## config.mk

```make
export PLATFORM = sky130hd
export DESIGN_NAME = signed_binary_to_decimal_digits
export DESIGN_NICKNAME = d
export VERILOG_FILES = /design/src/hdl/sbdd_pkg.sv /design/src/hdl/sbdd_dabble.sv /design/src/hdl/signed_binary_to_decimal_digits.sv
export SDC_FILE = /design/constraint.sdc
export NUM_CORES = 1
export LEC_CHECK = 0
export BUFFER_PORTS_ARGS = -buffer_cell sky130_fd_sc_hd__buf_4
export CAP_MARGIN = 20
export CORE_UTILIZATION = 35
export CTS_CLUSTER_DIAMETER = 120
export DETAILED_ROUTE_END_ITERATION = 6
export MAX_ROUTING_LAYER = met4
export SYNTH_ARGS = -nofsm -noshare
export SYNTH_HDL_FRONTEND = slang
export SYNTH_SLANG_ARGS = --single-unit
```

## constraint.sdc

```tcl
create_clock -name i_clk -period 4.8 [get_ports i_clk]
set_input_delay 0.96 -clock i_clk [delete_from_list [all_inputs] [get_ports i_clk]]
set_output_delay 0.96 -clock i_clk [all_outputs]
set_load 0.05 [all_outputs]
```

## src/hdl/sbdd_pkg.sv

```systemverilog
// ----------------------------------------------------------------------------
// sbdd_pkg
// shared types and constants for the signed binary to decimal digit converter
// ----------------------------------------------------------------------------
package sbdd_pkg;

    localparam int VALUE_WIDTH_DEF = 64;
    localparam int MAX_DIGITS_DEF  = 19;

    // fixed field widths of a result item
    localparam int DIGIT_W     = 4;
    localparam int COUNT_W     = 5;
    localparam int OUT_TDATA_W = 16;

    typedef enum logic [1:0] {
        ST_IDLE,
        ST_CONV,
        ST_EMIT
    } t_state;

    // sequencer controls for the conversion datapath
    typedef struct packed {
        logic load;
        logic step;
    } t_conv_ctl;

endpackage

```

## src/hdl/sbdd_dabble.sv

```systemverilog
// ----------------------------------------------------------------------------
// sbdd_dabble
// sign/magnitude split and bit-serial shift-add-3 conversion with digit count
// ----------------------------------------------------------------------------
module sbdd_dabble #(
    parameter int VALUE_WIDTH = sbdd_pkg::VALUE_WIDTH_DEF,
    parameter int MAX_DIGITS  = sbdd_pkg::MAX_DIGITS_DEF
) (
    input  logic                                      i_clk,
    input  sbdd_pkg::t_conv_ctl                       i_ctl,
    input  logic [VALUE_WIDTH-1:0]                    i_value,
    output logic [MAX_DIGITS*sbdd_pkg::DIGIT_W-1:0]   o_bcd,
    output logic [sbdd_pkg::COUNT_W-1:0]              o_count,
    output logic                                      o_negative
);
    import sbdd_pkg::*;

    localparam int BCD_W = MAX_DIGITS * DIGIT_W;
    localparam int IW    = $clog2(MAX_DIGITS);

    logic [VALUE_WIDTH-1:0] r_mag;
    logic [BCD_W-1:0]       r_bcd;
    logic [COUNT_W-1:0]     r_cnt;
    logic                   r_neg;

    logic [BCD_W-1:0]       w_adj;
    logic [BCD_W-1:0]       n_bcd;
    logic [DIGIT_W-1:0]     w_new_dig [MAX_DIGITS];
    logic                   w_grow;

    function automatic logic [DIGIT_W-1:0] f_add3(input logic [DIGIT_W-1:0] d);
        return (d >= DIGIT_W'(5)) ? d + DIGIT_W'(3) : d;
    endfunction

    // add 3 to every digit of 5 or more, then shift in the next magnitude bit
    always_comb begin
        for (int i = 0; i < MAX_DIGITS; i++) begin
            w_adj[i*DIGIT_W +: DIGIT_W] = f_add3(r_bcd[i*DIGIT_W +: DIGIT_W]);
        end
        n_bcd = {w_adj[BCD_W-2:0], r_mag[VALUE_WIDTH-1]};
        for (int i = 0; i < MAX_DIGITS; i++) begin
            w_new_dig[i] = n_bcd[i*DIGIT_W +: DIGIT_W];
        end
    end

    // each step maps the value v to at most 2v + 1, so it gains at most one digit
    always_comb begin
        w_grow = 1'b0;
        if (r_cnt < COUNT_W'(MAX_DIGITS)) begin
            w_grow = (w_new_dig[r_cnt[IW-1:0]] != '0);
        end
    end

    always_ff @(posedge i_clk) begin
        if (i_ctl.load) begin
            r_neg <= i_value[VALUE_WIDTH-1];
            r_mag <= i_value[VALUE_WIDTH-1] ? (~i_value + VALUE_WIDTH'(1)) : i_value;
            r_bcd <= '0;
            r_cnt <= COUNT_W'(1);
        end else if (i_ctl.step) begin
            r_mag <= {r_mag[VALUE_WIDTH-2:0], 1'b0};
            r_bcd <= n_bcd;
            if (w_grow) begin
                r_cnt <= r_cnt + COUNT_W'(1);
            end
        end
    end

    assign o_bcd      = r_bcd;
    assign o_count    = r_cnt;
    assign o_negative = r_neg;

endmodule

```

## src/hdl/signed_binary_to_decimal_digits.sv

```systemverilog
// ----------------------------------------------------------------------------
// signed_binary_to_decimal_digits
// signed integer to decimal digits, most significant digit first
// ----------------------------------------------------------------------------
// Takes one signed two's-complement integer of VALUE_WIDTH bits and returns
// its decimal magnitude as a run of items, one digit each, most significant
// first and without leading zeros; zero gives the single digit 0. Every item
// also carries the sign, the digit count of the run, and tlast on the least
// significant digit. The most negative input is converted exactly. The block
// handles one integer at a time: it takes the integer, runs shift-add-3 (one
// magnitude bit per cycle through the BCD shift register), then emits the
// digits at the output, each held until it is taken. If the magnitude has more
// than MAX_DIGITS digits only the low MAX_DIGITS digits are returned and
// digit_count reads MAX_DIGITS.
// ----------------------------------------------------------------------------
module signed_binary_to_decimal_digits #(
    parameter int VALUE_WIDTH = sbdd_pkg::VALUE_WIDTH_DEF,
    parameter int MAX_DIGITS  = sbdd_pkg::MAX_DIGITS_DEF
) (
    input  logic                                  i_clk,
    input  logic                                  i_rst_n,
    // input items
    input  logic                                  s_axis_tvalid,
    output logic                                  s_axis_tready,
    input  logic [((VALUE_WIDTH+7)/8)*8-1:0]      s_axis_tdata,   // value
    // result items
    output logic                                  m_axis_tvalid,
    input  logic                                  m_axis_tready,
    output logic [sbdd_pkg::OUT_TDATA_W-1:0]      m_axis_tdata,   // digit, negative, digit_count
    output logic                                  m_axis_tlast    // last
);
    import sbdd_pkg::*;

    localparam int BCD_W = MAX_DIGITS * DIGIT_W;
    localparam int IW    = $clog2(MAX_DIGITS);
    localparam int BW    = $clog2(VALUE_WIDTH);

    t_state             r_state;
    t_state             n_state;
    logic [BW-1:0]      r_bit;
    logic [BW-1:0]      n_bit;
    logic [IW-1:0]      r_pos;
    logic [IW-1:0]      n_pos;
    t_conv_ctl          w_ctl;

    logic [BCD_W-1:0]   w_bcd;
    logic [COUNT_W-1:0] w_count;
    logic               w_negative;
    logic [DIGIT_W-1:0] w_digits [MAX_DIGITS];
    logic [IW-1:0]      w_top;
    logic [IW-1:0]      w_sel;
    logic               w_last;

    // conversion datapath
    sbdd_dabble #(
        .VALUE_WIDTH (VALUE_WIDTH),
        .MAX_DIGITS  (MAX_DIGITS)
    ) u_dabble (
        .i_clk      (i_clk),
        .i_ctl      (w_ctl),
        .i_value    (s_axis_tdata[VALUE_WIDTH-1:0]),
        .o_bcd      (w_bcd),
        .o_count    (w_count),
        .o_negative (w_negative)
    );

    // digit view of the bcd register
    always_comb begin
        for (int i = 0; i < MAX_DIGITS; i++) begin
            w_digits[i] = w_bcd[i*DIGIT_W +: DIGIT_W];
        end
    end

    // r_pos counts emitted digits; the most significant one sits at count - 1
    assign w_top  = IW'(w_count - COUNT_W'(1));
    assign w_sel  = w_top - r_pos;
    assign w_last = (r_pos == w_top);

    always_ff @(posedge i_clk) begin
        if (!i_rst_n) begin
            r_state <= ST_IDLE;
            r_bit   <= '0;
            r_pos   <= '0;
        end else begin
            r_state <= n_state;
            r_bit   <= n_bit;
            r_pos   <= n_pos;
        end
    end

    always_comb begin
        n_state       = r_state;
        n_bit         = r_bit;
        n_pos         = r_pos;
        w_ctl         = '0;
        s_axis_tready = 1'b0;
        m_axis_tvalid = 1'b0;
        unique case (r_state)
            ST_IDLE: begin
                s_axis_tready = 1'b1;
                if (s_axis_tvalid) begin
                    w_ctl.load = 1'b1;
                    n_bit      = '0;
                    n_state    = ST_CONV;
                end
            end
            ST_CONV: begin
                // one magnitude bit per cycle
                w_ctl.step = 1'b1;
                n_bit      = r_bit + BW'(1);
                if (r_bit == BW'(VALUE_WIDTH - 1)) begin
                    n_pos   = '0;
                    n_state = ST_EMIT;
                end
            end
            ST_EMIT: begin
                m_axis_tvalid = 1'b1;
                if (m_axis_tready) begin
                    if (w_last) begin
                        n_state = ST_IDLE;
                    end else begin
                        n_pos = r_pos + IW'(1);
                    end
                end
            end
            default: begin
                n_state = ST_IDLE;
            end
        endcase
    end

    // packing from the lowest bit: digit, negative, digit_count, zero fill
    assign m_axis_tdata = {{(OUT_TDATA_W - DIGIT_W - 1 - COUNT_W){1'b0}},
                           w_count, w_negative, w_digits[w_sel]};
    assign m_axis_tlast = w_last;

endmodule
```

==> qor.txt <==
status -> finished, final reports clean
top routing layer used -> met4
largest net degree at the start of global routing -> 88
worst setup path class -> register to output pin
Slowest-stage cell, CP -> dfxtp_1
Clock Pin Slew Worst Setup and Hold Paths -> 0.07 ns
final worst slack -> 0.2470 ns
synthesis-to-finish area growth -> 14.60%
routed vias -> 9211
CTS max path bufs -> 2
required time of the critical path -> 3.84 ns
CP Launch Type -> register
met3 wire len -> 1.616 mm
# hold bufs at CTS -> 0
max_cap viols -> 0
area of the die -> 31040 µm²
CTS tree -> yes
vias in the first global route -> 8468
Layout Nets -> 1378
clk_lat worst skew -> 0.44 ns
Core Box Area -> 29720 µm²
worst hold slack -> 0.4913 ns
Worst Path Arrival -> 3.59 ns
Hold Path Cell Cnt -> 2
pre-CTS WS -> 0.6568 ns
critical path peak fanout -> 15
worst reg2reg setup slack -> 1.82 ns
met2 wire length -> 12.74 mm
Syn Inst Count -> 1217
Final min period -> 4.553 ns
Detailed Place HPWL -> 19.86 mm
FF-to-FF End -> r_pos[3]
Root Driver -> clkbuf_16
Worst Hold Launch -> r_bit[1]
PortBufs -> 80
xor/xnor share of the synthesized area -> 7.340%
Initial Util -> 35.74%
number of synthesized flops with an enable pin -> 65
asr flop ratio synth -> 0%
Core Rows -> 63
DR vias/cell -> 5.532
largest family of logic cells by synthesized area -> compound AO/OA/AOI/OAI gates
Setup Buffers After CTS -> 0
most frequent cells in the layout -> nand2_1, o21ai_0, buf_4
yosys warns -> 0
Fin. Hold Viols -> 0
routed len/inst -> 16.97 µm
Post-Synth Adder-Cell Area -> 5.726%
Slew Limit Fails -> 0
post-route cell area -> 12170 µm²
Max IR drop VDD -> 314.7 µV
RePlAce Congestion -> 0.9081
initial antenna violation count -> 0
area share of and/or/nand/nor cells after synthesis -> 18.28%
H-Tree Depth -> 4
Clock Skew -> 0.008377 ns
Num CTS Buffers -> 17
worst flop-to-flop path startpoint -> u_dabble.o_count[0]
reg2reg path depth -> 11
Tightest Hold Check Type -> register to register
power per cell area -> 395.2 nW/µm²
critical-path cell list -> inv_1 > ha_1 > fa_1 > buf_4 > mux4_2 > mux4_2 > nand2_1 > o31ai_2 > buf_4
Congestion Overflow GR -> 0
achievable frequency -> 0.2196 GHz
Primary FF master, synth -> dfxtp_1
antenna diode count -> 0
Overall Global Routing Usage -> 19.08%
complex-gate fraction of the synthesized area -> 20.69%
RSZ-0062 raised after global routing -> no
setup TNS -> 0 ns
Syn Std Cell Area -> 10620 µm²
Synth cell types -> 64
worst-margin pin slew -> 0.9242 ns
sequential area share after synthesis -> 36.10%
clock sink count -> 159
first-pass GRT wire length -> 45.20 mm
share of post-route cells with drive strength above 1 -> 14.35%
Hold Path End -> r_bit[1]
Pre-Repair DR Iteration Count -> 5
Die Span Y -> 176.2 µm
relative slew slack -> 38.38%
DR iter-0 viols -> 746
FILL cells -> 2953
Setup crit end kind -> output pin
final wirelength -> 28.25 mm
Leakage Power -> 4.465 nW
commonest non-fill, non-tap cell in the layout -> nand2_1
Remaining DRCs -> 0
CTS resizes -> 0
mean post-synth cell area -> 8.727 µm²
placed inst area -> 11580 µm²
Die Span X -> 176.2 µm
Post-DRT Antenna Nets -> 0
final setup fails -> 0
wl on met1 -> 13.46 mm
period utilization -> 94.85%
mux contribution to synthesized area -> 7.022%
critical path's largest stage delay -> 0.62 ns
num ports -> 87
#FFs+latches synth -> 159
## metal layers
metal / global-route usage [%] / up-vias
met5: - / -
met1: 25.81 / 4358
met2: 28.63 / 284
met3: 3.898 / 40
li1: - / 4529
met4: 5.507 / 0
## area by class of cell
cell class / instances / area [µm²] / area share, %
multi-input cells: 934 / 6337 / 52.07
flip-flops and latches: 159 / 3834 / 31.50
repair buffers: 95 / 713.2 / 5.860
clock buffers: 22 / 506.7 / 4.164
well taps: 390 / 488.0 / 4.009
inverters: 55 / 206.4 / 1.696
clock inverters: 10 / 85.08 / 0.6991
## cell usage after synthesis, drive strengths merged (9+ instances only)
master	n	area share [%]
a211oi	9	0.64
a21oi	50	2.4
a32o	12	1.1
buf	10	0.60
clkbuf	64	2.3
dfxtp	94	18
edfxtp	65	18
ha	47	5.5
inv	55	1.9
mux2i	25	2.4
mux4	20	4.2
nand2	179	6.3
nand2b	22	1.3
nand3	42	2.0
nor2	27	0.95
nor2b	10	0.59
nor3	17	0.80
nor3b	24	1.7
o21ai	165	7.8
o22ai	18	1.1
o31ai	52	3.9
o41ai	9	0.74
or3	10	0.64
or3b	10	0.82
or4	14	1.1
xnor2	33	2.7
xor2	56	4.6
## through the flow
step / util (%) / total power (W) / std cells
floorplan: - / 0.002929 / 1222
global placement: 38.96 / 0.003415 / 1633
detailed placement: 38.96 / 0.003440 / 1633
CTS: 40.95 / 0.004833 / 1665
global route: 40.95 / 0.005073 / 1665
finish: 40.95 / 0.004810 / 1665
## how the worst max path moves through the flow
| stage | endpoint | from | slack [ns] | depth (start not counted) |
|---|---|---|---|---|
| floorplan | m_axis_tdata[0] | u_dabble.o_count[0] | 0.05 | 9 |
| global placement | u_dabble.r_mag[58] | s_axis_tdata[14] | 0.69 | 9 |
| detailed placement | u_dabble.r_mag[62] | s_axis_tdata[14] | 0.66 | 9 |
| CTS | m_axis_tdata[2] | u_dabble.o_count[0] | 0.29 | 8 |
| global route | m_axis_tdata[2] | u_dabble.o_count[0] | 0.09 | 8 |
| finish | m_axis_tdata[2] | u_dabble.o_count[0] | 0.25 | 9 |
## flip-flops by register name, indices dropped and copies added, names as in the netlist
signal               flops
r_bit                    6
r_state                  2
r_pos                    5
u_dabble.o_negative      1
u_dabble.o_bcd          76
u_dabble.r_mag          64
u_dabble.o_count         5
## critical path: cells and delay by family (launching register included)
family,cells,cell delay (ns)
fa+ha+maj,2,0.91
flops,1,0.62
buf+inv,3,0.61
simple gates,1,0.10
mux,2,0.83
compound gates,1,0.09
## power breakdown
part / leakage [nW] / switching [W] / internal [W]
logic: 2.78 / 0.00111 / 0.000586
clock network: 0.288 / 0.000620 / 0.000767
registers: 1.40 / 0.0000870 / 0.00164
## kinds of logic after synthesis
| logic type | after synthesis |
|---|---|
| simple gates | 387 |
| compound gates | 355 |
| flops | 159 |
| buf+inv | 129 |
| xor+xnor | 89 |
| mux | 49 |
| fa+ha+maj | 48 |
| other cells | 1 |
Power figures use the tool's default switching activity.
